--- src/sv/lfpe_pkg.sv ---
`default_nettype none
package lfpe_pkg;

    // Frame header bytes: sync before the two length bytes, then version, type and command.
    localparam logic [7:0] HDR_SYNC = 8'hAA;
    localparam logic [7:0] HDR_VER  = 8'h01;
    localparam logic [7:0] HDR_TYPE = 8'h61;
    localparam logic [7:0] HDR_CMD  = 8'hAD;

    // Angular span of one frame in hundredths of a degree (67.5 degrees).
    localparam logic [12:0] STEP_SPAN = 13'd6750;
    localparam logic [16:0] FULL_TURN_KEY = 17'd36000;
    localparam logic [9:0]  DEG_PER_TURN = 10'd360;
    localparam logic [6:0]  KEYS_PER_DEG = 7'd100;

    // Reciprocals for constant division: x/100 = (x*RECIP_100)>>23, x/3 = (x*RECIP_3)>>17.
    localparam logic [16:0] RECIP_100 = 17'd83887;
    localparam logic [16:0] RECIP_3   = 17'd43691;

    // Register reset values.
    localparam logic [7:0]  QUALITY_FLOOR_RST = 8'd100;
    localparam logic [15:0] KEEP_LIMIT_RST    = 16'd8000;
    localparam logic [8:0]  ANGLE_OFFSET_RST  = 9'd270;

    typedef enum logic [1:0] {
        CFG_QUALITY_FLOOR = 2'd0,
        CFG_KEEP_LIMIT    = 2'd1,
        CFG_ANGLE_OFFSET  = 2'd2
    } cfg_index_t;

    typedef enum logic [1:0] {
        BK_CLEAR  = 2'd0,
        BK_IDLE   = 2'd1,
        BK_LOOKUP = 2'd2
    } back_state_t;

    // One command from the parser to the table side.
    typedef struct packed {
        logic        is_read;
        logic [15:0] key;
        logic [15:0] raw_range;
        logic [7:0]  quality;
    } cmd_t;

    // Status from the table side to the parser.
    typedef struct packed {
        logic clearing;
    } back_status_t;

endpackage
`default_nettype wire

--- src/sv/lfpe_queue.sv ---
`default_nettype none
module lfpe_queue
    import lfpe_pkg::*;
(
    input  wire logic aclk,
    input  wire logic aresetn,
    input  wire logic push,
    input  wire cmd_t push_data,
    output logic      full,
    input  wire logic pop,
    output cmd_t      pop_data,
    output logic      empty
);

    cmd_t       ent_reg [2];
    logic       wp_reg;
    logic       rp_reg;
    logic [1:0] cnt_reg;

    assign full     = cnt_reg == 2'd2;
    assign empty    = cnt_reg == 2'd0;
    assign pop_data = ent_reg[rp_reg];

    // Two-entry circular queue of commands.
    always_ff @(posedge aclk) begin
        if (!aresetn) begin
            wp_reg  <= 1'b0;
            rp_reg  <= 1'b0;
            cnt_reg <= 2'd0;
        end else begin
            if (push) begin
                wp_reg <= ~wp_reg;
            end
            if (pop) begin
                rp_reg <= ~rp_reg;
            end
            if (push && !pop) begin
                cnt_reg <= cnt_reg + 2'd1;
            end else if (pop && !push) begin
                cnt_reg <= cnt_reg - 2'd1;
            end
        end
    end

    always_ff @(posedge aclk) begin
        if (push) begin
            ent_reg[wp_reg] <= push_data;
        end
    end

endmodule
`default_nettype wire

--- config.mk ---
export PLATFORM = sky130hd
export DESIGN_NAME = lfpe_queue
export DESIGN_NICKNAME = d
export VERILOG_FILES = /design/src/sv/lfpe_pkg.sv /design/src/sv/lfpe_queue.sv
export SDC_FILE = /design/constraint.sdc
export NUM_CORES = 1
export LEC_CHECK = 0
export BUFFER_PORTS_ARGS = -buffer_cell sky130_fd_sc_hd__buf_4
export CORE_ASPECT_RATIO = 2
export CORE_UTILIZATION = 55
export CTS_CLUSTER_SIZE = 10
export DETAILED_ROUTE_END_ITERATION = 8
export PLACE_DENSITY = 0.87
export SLEW_MARGIN = 20
export SYNTH_ARGS = -nofsm -noshare
export SYNTH_HDL_FRONTEND = slang
export SYNTH_SLANG_ARGS = --single-unit
--- constraint.sdc ---
create_clock -name aclk -period 6.1 [get_ports aclk]
set_clock_uncertainty 0.05 [all_clocks]
set_input_delay 1.22 -clock aclk [delete_from_list [all_inputs] [get_ports aclk]]
set_output_delay 1.22 -clock aclk [all_outputs]
set_load 0.02 [all_outputs]
==> summary.md <==
| Metric | Value |
|---|---|
| Status | `complete, no violations` |
| Tot Pwr | `0.001235 W` |
| Reg2reg path depth | `1` |
| Reg2reg start | `wp_reg` |
| Share of the synthesized area in the top cell type | `0.7773` |
| # IOs | `88` |
| Crit path time final | `3164 ps` |
| Buf+Inv Stages, Crit Path | `1` |
| P&R area growth vs syn | `28.83%` |
| Global-route wire length before repair | `7590 um` |
| Crit. End Element | `output port` |
| GRT Total Usage | `0.1771` |
| Synth unique cells | `17` |
| Critical path class | `flop to output port` |
| Pleak | `1.547 nW` |
| Vias in the first global route | `1657` |
| Min setup slack post-route | `2936 ps` |
| Worst-margin pin slew | `976.6 ps` |
| Clock Latency Late Sink | `340 ps` |
| Final hold vios | `0` |
| Final setup TNS | `0 ps` |
| Largest net degree at the start of global routing | `42` |
| Nets | `290` |
| Yosys warns | `0` |
| Seq/Total Area, Yosys | `0.8088` |
| Max Cap Viol | `0` |
| WHS Path Cells | `2` |
| Core area | `5468 um^2` |
| CTS tree | `yes` |
| Clk slew on worst S/H paths | `70 ps` |
| Worst endpoint required time | `4830 ps` |
| Num Clock Sinks | `87` |
| Routability cong. | `0.7123` |
| Dpl hpwl | `3278 um` |
| Initial Util | `0.5794` |
| VDD IR max | `230.7 uV` |
| Initial DRT Pass Iterations | `4` |
| RSZ-0062 raised after global routing | `false` |
| Final worst path period share | `0.5187` |
| Slew Limit Fails | `0` |
| DR vias/cell | `5.197` |
| Die Width | `55.67 um` |
| Start point of the worst hold path | `cnt_reg[1]` |
| ANT nets after route | `0` |
| Max FFs per register | `82` |
| Power density over the cells | `302.6 nW/um^2` |
| Site row count | `38` |
| Slew Limit Headroom | `0.3490` |
| Layout cells sized above 1 | `0.5743` |
| Routed length per instance | `16.08 um` |
| Hold slack | `473.5 ps` |
| Post_cts resized | `0` |
| IO Port Bufs | `87` |
| Max Fclk | `316.0 MHz` |
| Worst-path maximum fanout | `41` |
| Flops & latches, synth | `87` |
| Grt ovf | `0` |
| TritonCTS Buffers | `9` |
| Mapped cell area | `3168 um^2` |
| Drt total wl | `4968 um` |
| Crit-path cells | `mux2_2 > buf_4` |
| Post-synth top area cell | `edfxtp_1` |
| Reg-to-reg endpoint | `ent_reg[1][23]` |
| Vias | `1606` |
| Hold Crit Class | `flop to flop` |
| Crit-path slowest cell | `dfxtp_2` |
| Pre-CTS WS | `3256 ps` |
| Setup bufs post-CTS | `0` |
| Die height | `109.3 um` |
| Worst EP arrival | `1890 ps` |
| Main area contributors after synthesis | `edfxtp_1 (78%), mux2_2 (14%), dfxtp_1 (3.2%)` |
| Die ar. | `6086 um^2` |
| First DRT Iteration DRCs | `44` |
| Antenna violations before repair | `0` |
| DRC Markers | `0` |
| Final setup fails | `0` |
| CTS root buf | `clkbuf_8` |
| Cell count after synthesis | `150` |
| CTS Hold Bufs | `0` |
| CTS Buffer Depth | `2` |
| Average size of a mapped cell | `21.12 um^2` |
| Crit path launch type | `flop` |
| R2R Setup Slk | `4460 ps` |
| Delay-heaviest family, CP | `flip-flops` |
| H-tree depth | `3` |
| Diodes inserted | `0` |
| Critical Path Max Stage Delay | `950 ps` |
| Syn Nets | `196` |
| Hold Path Sink | `cnt_reg[1]` |
-- layout make-up --
| cell class | instances | area, um^2 |
|---|---|---|
| timing repair buffer | 88 | 673.1 |
| tap | 60 | 75.07 |
| clock buffer | 16 | 180.2 |
| fill | 347 | 1386 |
| sequential | 87 | 2564 |
| inverter | 1 | 3.754 |
| multi-input combinational | 57 | 585.6 |
-- per-layer routing --
metal | global-route usage | wire length, um | vias up
met5 | 0 | 0 | -
met4 | 0.1089 | 132 | 0
met3 | 0.06824 | 323 | 12
met2 | 0.3133 | 2792 | 59
met1 | 0.1708 | 1720 | 770
li1 | - | - | 765
-- cell usage after synthesis --
library cell,instances
nor2b_1,2
ha_1,1
nor2_1,1
inv_1,1
edfxtp_1,82
o21a_1,1
or3_1,1
xor2_1,2
and2b_2,1
xnor2_1,1
buf_2,5
dfxtp_1,5
a21boi_1,1
mux2_2,39
and2_1,4
o21ai_0,1
mux2_1,2
-- placed cells by master, fill, tap and decap left out, drive strengths merged --
cell	count
xnor2	1
and2	4
dfxtp	5
xor2	2
o21a	1
inv	1
o21ai	1
and2b	1
or3	1
clkbuf	16
a21boi	1
ha	1
nor2b	2
buf	88
nor2	1
mux2	41
edfxtp	82
-- power by group --
part	total (W)	switching, W	leakage [nW]	internal [W]
Combinational	0.000173	0.0000822	0.644	0.0000905
Sequential	0.000707	0.0000185	0.811	0.000688
Clock	0.000355	0.000173	0.0910	0.000182
-- per-stage QoR --
stage	cell area, um^2	utilization	std cells
floorplan	3168	-	150
global placement	3881	0.7098	292
detailed placement	3901	0.7135	293
CTS	4081	0.7465	309
global route	4081	0.7465	309
finish	4081	0.7465	309
-- cells by family (layout without fill, tap and decap cells) --
group           Yosys count  in the layout  synth area share
compound gates            3              3          0.006319
xor+xnor                  3              3          0.008295
fa+ha+maj                 1              1          0.003949
buf+inv                   6            105          0.009081
flops                    87             87            0.8088
mux                      41             41            0.1457
simple gates              9              9           0.01777
-- worst max-delay path by stage --
stage | from | cells past startpoint | endpoint | slack [ps]
2_1_floorplan | push | 1 | ent_reg[0][0] | 2520
3_5_place_dp | flop | 2 | pop_data[10] | 3260
4_1_cts | flop | 2 | pop_data[10] | 2860
3_3_place_gp | flop | 2 | pop_data[18] | 3260
6_report | flop | 2 | pop_data[10] | 2940
5_1_grt | flop | 2 | pop_data[10] | 2810
Note: power is estimated with default switching activity, not from simulation.
