`src/sv/lfpe_pkg.sv`:
```
`default_nettype none
package lfpe_pkg;

    // Frame header bytes: sync before the two length bytes, then version, type and command.
    localparam logic [7:0] HDR_SYNC = 8'hAA;
    localparam logic [7:0] HDR_VER  = 8'h01;
    localparam logic [7:0] HDR_TYPE = 8'h61;
    localparam logic [7:0] HDR_CMD  = 8'hAD;

    // Angular span of one frame in hundredths of a degree (67.5 degrees).
    localparam logic [12:0] STEP_SPAN = 13'd6750;
    localparam logic [16:0] FULL_TURN_KEY = 17'd36000;
    localparam logic [9:0]  DEG_PER_TURN = 10'd360;
    localparam logic [6:0]  KEYS_PER_DEG = 7'd100;

    // Reciprocals for constant division: x/100 = (x*RECIP_100)>>23, x/3 = (x*RECIP_3)>>17.
    localparam logic [16:0] RECIP_100 = 17'd83887;
    localparam logic [16:0] RECIP_3   = 17'd43691;

    // Register reset values.
    localparam logic [7:0]  QUALITY_FLOOR_RST = 8'd100;
    localparam logic [15:0] KEEP_LIMIT_RST    = 16'd8000;
    localparam logic [8:0]  ANGLE_OFFSET_RST  = 9'd270;

    typedef enum logic [1:0] {
        CFG_QUALITY_FLOOR = 2'd0,
        CFG_KEEP_LIMIT    = 2'd1,
        CFG_ANGLE_OFFSET  = 2'd2
    } cfg_index_t;

    typedef enum logic [1:0] {
        BK_CLEAR  = 2'd0,
        BK_IDLE   = 2'd1,
        BK_LOOKUP = 2'd2
    } back_state_t;

    // One command from the parser to the table side.
    typedef struct packed {
        logic        is_read;
        logic [15:0] key;
        logic [15:0] raw_range;
        logic [7:0]  quality;
    } cmd_t;

    // Status from the table side to the parser.
    typedef struct packed {
        logic clearing;
    } back_status_t;

endpackage
`default_nettype wire

```
`src/sv/lfpe_div.sv`:
```
`default_nettype none
module lfpe_div
    import lfpe_pkg::*;
(
    input  wire logic        aclk,
    input  wire logic        aresetn,
    input  wire logic        start,
    input  wire logic [15:0] divisor,
    output logic             busy,
    output logic [12:0]      quotient,
    output logic [15:0]      remainder
);

    logic [15:0] dvs_reg;
    logic [12:0] quo_reg;
    logic [15:0] rem_reg;
    logic [3:0]  cnt_reg;
    logic        busy_reg;

    logic [16:0] shifted;
    logic        fits;

    // One restoring step: bring down the next dividend bit and try a subtract.
    assign shifted = {rem_reg, quo_reg[12]};
    assign fits    = shifted >= {1'b0, dvs_reg};

    always_ff @(posedge aclk) begin
        if (!aresetn) begin
            busy_reg <= 1'b0;
            cnt_reg  <= 4'd0;
        end else if (start) begin
            busy_reg <= 1'b1;
            cnt_reg  <= 4'd13;
        end else if (busy_reg) begin
            cnt_reg  <= cnt_reg - 4'd1;
            busy_reg <= cnt_reg != 4'd1;
        end
    end

    // The dividend is shifted out of the quotient register as quotient bits come in.
    always_ff @(posedge aclk) begin
        if (start) begin
            dvs_reg <= divisor;
            quo_reg <= STEP_SPAN;
            rem_reg <= 16'd0;
        end else if (busy_reg) begin
            quo_reg <= {quo_reg[11:0], fits};
            rem_reg <= fits ? 16'(shifted - {1'b0, dvs_reg}) : shifted[15:0];
        end
    end

    assign busy      = busy_reg;
    assign quotient  = quo_reg;
    assign remainder = rem_reg;

endmodule
`default_nettype wire

```
`src/sv/lfpe_front.sv`:
```
`default_nettype none
module lfpe_front
    import lfpe_pkg::*;
(
    input  wire logic         aclk,
    input  wire logic         aresetn,
    input  wire logic         s_tvalid,
    output logic              s_tready,
    input  wire logic [23:0]  s_tdata,   // rx_byte [7:0], read_key [23:8]
    input  wire logic         s_tuser,   // operation
    input  wire logic [7:0]   quality_floor,
    input  wire logic [8:0]   angle_offset_deg,
    input  wire back_status_t status,
    input  wire logic         q_full,
    output logic              q_push,
    output cmd_t              q_data
);

    logic [39:0] hw_reg, hw_next;
    logic [16:0] off_reg, off_next;
    logic [16:0] flen_reg, flen_next;
    logic [15:0] sbytes_reg, sbytes_next;
    logic [15:0] divisor_reg, divisor_next;
    logic [14:0] n_reg, n_next;
    logic [1:0]  phase_reg, phase_next;
    logic        setup_reg, setup_next;
    logic        pend_reg, pend_next;
    logic [7:0]  pq_reg, pq_next;
    logic [15:0] pd_reg, pd_next;
    logic [15:0] qacc_reg, qacc_next;
    logic [15:0] racc_reg, racc_next;
    logic [15:0] raw_reg, raw_next;
    logic [9:0]  qdeg_reg;
    logic [15:0] skey_reg;

    logic        accept;
    logic        byte_acc;
    logic [7:0]  b;
    logic [15:0] pair;
    logic        hdr_match;
    logic        is_sample;
    logic [16:0] o_plus1;
    logic [15:0] dlm6;
    logic [32:0] n_prod;
    logic [15:0] sb_new;
    logic [16:0] span;
    logic [16:0] rs;
    logic        adj;
    logic        div_start;
    logic        div_busy;
    logic [12:0] quo;
    logic [15:0] rem;
    logic [32:0] deg_prod;
    logic [9:0]  deg_m;
    logic [9:0]  deg_s;
    logic [9:0]  deg_w;
    logic [16:0] key_sum;
    logic [15:0] key_w;

    assign s_tready = !status.clearing && !div_busy && !setup_reg && !pend_reg && !q_full;
    assign accept   = s_tvalid && s_tready;
    assign byte_acc = accept && !s_tuser;
    assign b        = s_tdata[7:0];
    assign pair     = {hw_reg[7:0], b};

    assign hdr_match = hw_reg[39:32] == HDR_SYNC && hw_reg[15:8] == HDR_VER &&
                       hw_reg[7:0] == HDR_TYPE && b == HDR_CMD;
    assign o_plus1   = off_reg + 17'd1;
    assign is_sample = off_reg >= 17'd13 && off_reg < 17'd13 + {1'b0, sbytes_reg} &&
                       phase_reg == 2'd2;

    // Sample count from the data length: (dl - 6) / 3 by reciprocal.
    assign dlm6   = pair - 16'd6;
    assign n_prod = {17'd0, dlm6} * {16'd0, RECIP_3};
    assign sb_new = 16'({1'b0, n_reg} + {n_reg, 1'b0});
    assign span   = 17'd13 + {1'b0, sb_new};

    // Per-sample angle step: quotient and remainder accumulate, one carry per step.
    assign rs  = {1'b0, racc_reg} + {1'b0, rem};
    assign adj = rs >= {1'b0, divisor_reg};

    // Start angle: degrees of the raw angle, plus offset, wrapped, times 100.
    assign deg_prod = {17'd0, raw_reg} * {16'd0, RECIP_100};
    assign deg_m    = qdeg_reg >= DEG_PER_TURN ? qdeg_reg - DEG_PER_TURN : qdeg_reg;
    assign deg_s    = deg_m + {1'b0, angle_offset_deg};

    always_comb begin
        priority if (deg_s >= {DEG_PER_TURN[8:0], 1'b0}) begin
            deg_w = deg_s - {DEG_PER_TURN[8:0], 1'b0};
        end else if (deg_s >= DEG_PER_TURN) begin
            deg_w = deg_s - DEG_PER_TURN;
        end else begin
            deg_w = deg_s;
        end
    end

    // Angle key of a pending sample, wrapped into one turn.
    assign key_sum = {1'b0, skey_reg} + {1'b0, qacc_reg};
    assign key_w   = key_sum > FULL_TURN_KEY ? 16'(key_sum - FULL_TURN_KEY) : key_sum[15:0];

    // Byte parser: header hunt, then walk one frame.
    always_comb begin
        hw_next      = hw_reg;
        off_next     = off_reg;
        flen_next    = flen_reg;
        sbytes_next  = sbytes_reg;
        divisor_next = divisor_reg;
        n_next       = n_reg;
        phase_next   = phase_reg;
        setup_next   = 1'b0;
        pend_next    = 1'b0;
        pq_next      = pq_reg;
        pd_next      = pd_reg;
        qacc_next    = qacc_reg;
        racc_next    = racc_reg;
        raw_next     = raw_reg;
        div_start    = 1'b0;

        if (setup_reg) begin
            sbytes_next = sb_new;
            flen_next   = span > flen_reg ? span : flen_reg;
        end

        if (byte_acc) begin
            hw_next = {hw_reg[31:0], b};
            if (off_reg == 17'd0) begin
                if (hdr_match) begin
                    flen_next = {1'b0, hw_reg[31:16]};
                    off_next  = 17'd6;
                end
            end else begin
                if (off_reg == 17'd7) begin
                    divisor_next = pair - 16'd5;
                    n_next       = pair >= 16'd9 ? n_prod[31:17] : 15'd0;
                    div_start    = 1'b1;
                    setup_next   = 1'b1;
                    qacc_next    = 16'd0;
                    racc_next    = 16'd0;
                end
                if (off_reg == 17'd12) begin
                    raw_next   = pair;
                    phase_next = 2'd0;
                end else if (off_reg >= 17'd13) begin
                    phase_next = phase_reg == 2'd2 ? 2'd0 : phase_reg + 2'd1;
                end
                if (is_sample) begin
                    racc_next = adj ? 16'(rs - {1'b0, divisor_reg}) : rs[15:0];
                    qacc_next = qacc_reg + {3'd0, quo} + {15'd0, adj};
                    if (hw_reg[15:8] > quality_floor && pair != 16'd0) begin
                        pend_next = 1'b1;
                        pq_next   = hw_reg[15:8];
                        pd_next   = pair;
                    end
                end
                if (off_reg >= 17'd8 && o_plus1 >= flen_reg) begin
                    off_next = 17'd0;
                    hw_next  = 40'd0;
                end else begin
                    off_next = o_plus1;
                end
            end
        end
    end

    // Reads go straight to the queue; samples follow in the cycle after their last byte, with their key.
    always_comb begin
        q_push = 1'b0;
        q_data = '0;
        if (pend_reg) begin
            q_push            = 1'b1;
            q_data.is_read    = 1'b0;
            q_data.key        = key_w;
            q_data.raw_range  = pd_reg;
            q_data.quality    = pq_reg;
        end else if (accept && s_tuser) begin
            q_push          = 1'b1;
            q_data.is_read  = 1'b1;
            q_data.key      = s_tdata[23:8];
        end
    end

    always_ff @(posedge aclk) begin
        if (!aresetn) begin
            hw_reg     <= 40'd0;
            off_reg    <= 17'd0;
            flen_reg   <= 17'd0;
            sbytes_reg <= 16'd0;
            phase_reg  <= 2'd0;
            setup_reg  <= 1'b0;
            pend_reg   <= 1'b0;
        end else begin
            hw_reg     <= hw_next;
            off_reg    <= off_next;
            flen_reg   <= flen_next;
            sbytes_reg <= sbytes_next;
            phase_reg  <= phase_next;
            setup_reg  <= setup_next;
            pend_reg   <= pend_next;
        end
    end

    always_ff @(posedge aclk) begin
        divisor_reg <= divisor_next;
        n_reg       <= n_next;
        pq_reg      <= pq_next;
        pd_reg      <= pd_next;
        qacc_reg    <= qacc_next;
        racc_reg    <= racc_next;
        raw_reg     <= raw_next;
        qdeg_reg    <= deg_prod[32:23];
        skey_reg    <= 16'({6'd0, deg_w} * {9'd0, KEYS_PER_DEG});
    end

    lfpe_div u_div (
        .aclk      (aclk),
        .aresetn   (aresetn),
        .start     (div_start),
        .divisor   (divisor_next),
        .busy      (div_busy),
        .quotient  (quo),
        .remainder (rem)
    );

endmodule
`default_nettype wire

```
`config.mk`:
```
export PLATFORM = sky130hd
export DESIGN_NAME = lfpe_front
export DESIGN_NICKNAME = d
export VERILOG_FILES = /design/src/sv/lfpe_pkg.sv /design/src/sv/lfpe_div.sv /design/src/sv/lfpe_front.sv
export SDC_FILE = /design/constraint.sdc
export NUM_CORES = 1
export LEC_CHECK = 0
export BUFFER_PORTS_ARGS = -buffer_cell sky130_fd_sc_hd__buf_2
export CORE_ASPECT_RATIO = 0.9
export CORE_UTILIZATION = 35
export CTS_BUF_LIST = sky130_fd_sc_hd__clkbuf_4 sky130_fd_sc_hd__clkbuf_8
export DETAILED_ROUTE_END_ITERATION = 8
export PLACE_DENSITY = 0.61
export SLEW_MARGIN = 5
export SYNTH_ARGS = -nofsm -noshare
export SYNTH_HDL_FRONTEND = slang
export SYNTH_SLANG_ARGS = --single-unit
```
`constraint.sdc`:
```
create_clock -name aclk -period 11.6 [get_ports aclk]
set_input_delay 1.16 -clock aclk [delete_from_list [all_inputs] [get_ports aclk]]
set_output_delay 1.16 -clock aclk [all_outputs]
set_load 0.01 [all_outputs]
```
==> reports/metrics.yaml <==
route.vias.total: 21400
max_clock_freq_mhz: 119
syn_nets: 3741
combinational_cell_fraction_of_total_power_pct: 43.5
clk-insertion-delay-late_ps: 680
final-hold-violation-count: 0
fin_tns_setup_ps: 0
cap_violations: 0
tritoncts.num_buffers: 51
final_max_slew_viol_count: 0
cts_htree_levels: 2
drive_gt1_share_pct: 8.00
postCtsSetupRepairBufs: 0
placedInstanceArea_um2: 29500
largest_reg_flops: 40
antenna_violations_before_repair: 1
gpl.final_weighted_congestion: 0.872
floorplan.die.width_um: 300
synth_seq_area_share_pct: 23.1
max-vdd-ir-drop_mv: 0.0840
nNetsFinal: 3803
setup_viol_count_final: 0
detail_route.drc_violations: 0
grt.total_usage_pct: 17.1
cellLeakagePower_nw: 14.2
io_pins: 90
final-instance-count-excl-fill: 4179
required_arrival_time_at_the_worst_endpoint_ps: 12100
synthArstFlopShare_pct: 0
cts_hold_buf: 0
ctsLongestPathBuffers: 3
synth_top_flop_cell: "sky130_fd_sc_hd__dfxtp_1"
max_slew_margin_pct: 24.6
reg2reg_setup_slack_ps: 3930
finalInstanceArea_um2: 30700
max_slew.worst_pin.slew_ps: 1130
synth_top_area_share_pct: 20.9
timing.final.crit_share_pct: 72.6
area.growth.synth_to_final_pct: 9.79
critical_path_arrival_ps: 8920
core_region_area_um2: 78400
yosys-top-cells-area: "sky130_fd_sc_hd__ha_1 21%, sky130_fd_sc_hd__fa_1 14%, sky130_fd_sc_hd__dfxtp_1 12%"
wl_per_cell_um: 16.5
synth.ff_latch_count: 271
clock-sinks: 271
netSwitchingPower_w: 0.00146
placementRows: 97
core_util_final_pct: 39.2
worstSetupStartpointType: "primary input"
fin_worst_hold_slack_ps: 451
grt-ovfl-total: 0
post_cts_resize_count: 0
setup_repair_after_global_routing_missed_its_margin: "false"
cts.clk_slew.worst_paths_ps: 60
placedCellCount: 4082
yosys.cell_types.count: 88
die-height_um: 270
portBuffers: 89
post_synth_instance_area_um2: 28000
grt_first_pass_wirelength_um: 111000
netSwitchingFraction_pct: 37.7
drtAntennaViolNets: 0
final.setup_skew_ps: 65.2
worst_setup_path_end_kind: "register"
initial_core_util_pct: 35.7
internal_power_w: 0.00242
detail_route.iter0.violations: 1368
largest_net_degree_at_the_start_of_global_routing: 93
dp_hpwl_um: 54600
cts_root_buf: "sky130_fd_sc_hd__clkbuf_8"
design.die.area_um2: 81000
synth.top_cells.by_count: "468 x sky130_fd_sc_hd__ha_1, 406 x sky130_fd_sc_hd__inv_1, 192 x sky130_fd_sc_hd__fa_1, 190 x sky130_fd_sc_hd__nor2_1, 189 x sky130_fd_sc_hd__nand2_1"
final_layout_fill_cell_count: 7926
via_count_of_the_first_global_routing_pass: 20600
holdCritPathClass: "reg -> reg"
timing.setup.critical_path_class: "in -> reg"
tritoncts: "built"
avg_inst_size_synth_um2: 9.22
clock_power_share_pct: 28.8
yosysWarnings: 0
yosys.area.top_type: "sky130_fd_sc_hd__ha_1"
firstDrtPassIters: 5
p_seq_share_pct: 27.7
power_per_cell_area_nw_per_um2: 126
detail_route.vias_per_cell: 5.13
run_status: "finished, final reports clean"
synth_cells: 3034
synthMostInstantiatedCell: "sky130_fd_sc_hd__ha_1"
synth_enable_flop_cells: 103
routed_wl_um: 68900
period_needed_ps: 8420
crit_fanout: 12
cells by family (layout without fill, tap and decap cells):
kind of cell    Yosys count  in the layout  synth area share (%)
simple gates            775            775                  13.8
compound gates          593            593                  13.9
xor+xnor                181            181                  5.70
buf+inv                 499            604                  6.81
flops                   271            271                  23.1
other cells               0              1                     0
mux                      55             55                  1.97
fa+ha+maj               660            660                  34.7
layer usage:
layer | track usage [%] | share of wire, % | vias to the layer above
met5 | 0 | 0 | -
met4 | 3.67 | 1.7 | 0
met3 | 3.02 | 5.4 | 73
met2 | 25.7 | 43 | 429
met1 | 25.2 | 50 | 10200
li1 | - | - | 10700
worst paths after layout:
| kind | startpoint | to | depth (start not counted) |
|---|---|---|---|
| max reg2reg | racc_reg[1]$_SDFFCE_PN0P_ | qacc_reg[12]$_SDFFCE_PN0P_ | 25 |
| min reg2reg | hw_reg[33]$_SDFFE_PN0P_ | hw_reg[33]$_SDFFE_PN0P_ | 2 |
| max | s_tdata[2] | n_reg[13]$_SDFFCE_PN0P_ | 26 |
| min | hw_reg[33]$_SDFFE_PN0P_ | hw_reg[33]$_SDFFE_PN0P_ | 2 |
metrics by stage:
step                setup WS (ps)  power [W]
finish                       3180    0.00388
global route                 2710    0.00423
CTS                          3220    0.00393
detailed placement           2510    0.00277
global placement             2630    0.00276
floorplan                    3570    0.00241
final cells by class:
class / instances / area [um2] / area share, %
antenna: 1 / 2.50 / 0.00815
multi-input combinational: 2264 / 19700 / 64.0
sequential: 271 / 6460 / 21.0
clock inverter: 16 / 216 / 0.705
clock buffer: 80 / 1010 / 3.28
inverter: 407 / 1530 / 4.98
timing repair buffer: 101 / 536 / 1.74
tap: 1039 / 1300 / 4.23
placed cells by master, fill, tap and decap left out, drive strengths merged, types with 29 or more instances in the layout:
master / count
clkbuf: 80
nand4: 45
edfxtp: 103
ha: 468
nor3: 56
xnor2: 113
fa: 192
xor2: 68
buf: 101
nor2: 191
and2: 42
o21a: 34
a211oi: 30
inv: 411
a21oi: 179
o211ai: 29
nand3: 86
o21ai: 111
dfxtp: 168
a21o: 54
nand2: 189
mux2i: 55
critical path, cell delays in order:
cell and delay [ps]:
sky130_fd_sc_hd__buf_2 180, sky130_fd_sc_hd__ha_1 240, sky130_fd_sc_hd__or3_1 370, sky130_fd_sc_hd__or3_1 380
sky130_fd_sc_hd__or3_1 400, sky130_fd_sc_hd__or3_1 400, sky130_fd_sc_hd__nor2_1 150, sky130_fd_sc_hd__xor2_1 530
sky130_fd_sc_hd__ha_1 400, sky130_fd_sc_hd__ha_1 290, sky130_fd_sc_hd__inv_1 50, sky130_fd_sc_hd__fa_1 460
sky130_fd_sc_hd__fa_1 490, sky130_fd_sc_hd__inv_1 50, sky130_fd_sc_hd__fa_1 510, sky130_fd_sc_hd__fa_1 500
sky130_fd_sc_hd__ha_1 340, sky130_fd_sc_hd__a21oi_1 140, sky130_fd_sc_hd__nand2_1 100, sky130_fd_sc_hd__a311oi_1 380
sky130_fd_sc_hd__a2111o_1 190, sky130_fd_sc_hd__a31oi_1 240, sky130_fd_sc_hd__a21oi_1 310, sky130_fd_sc_hd__a21boi_0 150
sky130_fd_sc_hd__or3_1 320, sky130_fd_sc_hd__a21oi_1 140
power groups by stage:
stage	combinational, W	sequential [W]	clock, W
2_1_floorplan	0.00133	0.00108	0
3_3_place_gp	0.00166	0.00110	0
3_5_place_dp	0.00168	0.00109	0
4_1_cts	0.00171	0.00108	0.00115
5_1_grt	0.00196	0.00108	0.00119
6_report	0.00169	0.00108	0.00112
Note: power is estimated with default switching activity, not from simulation.
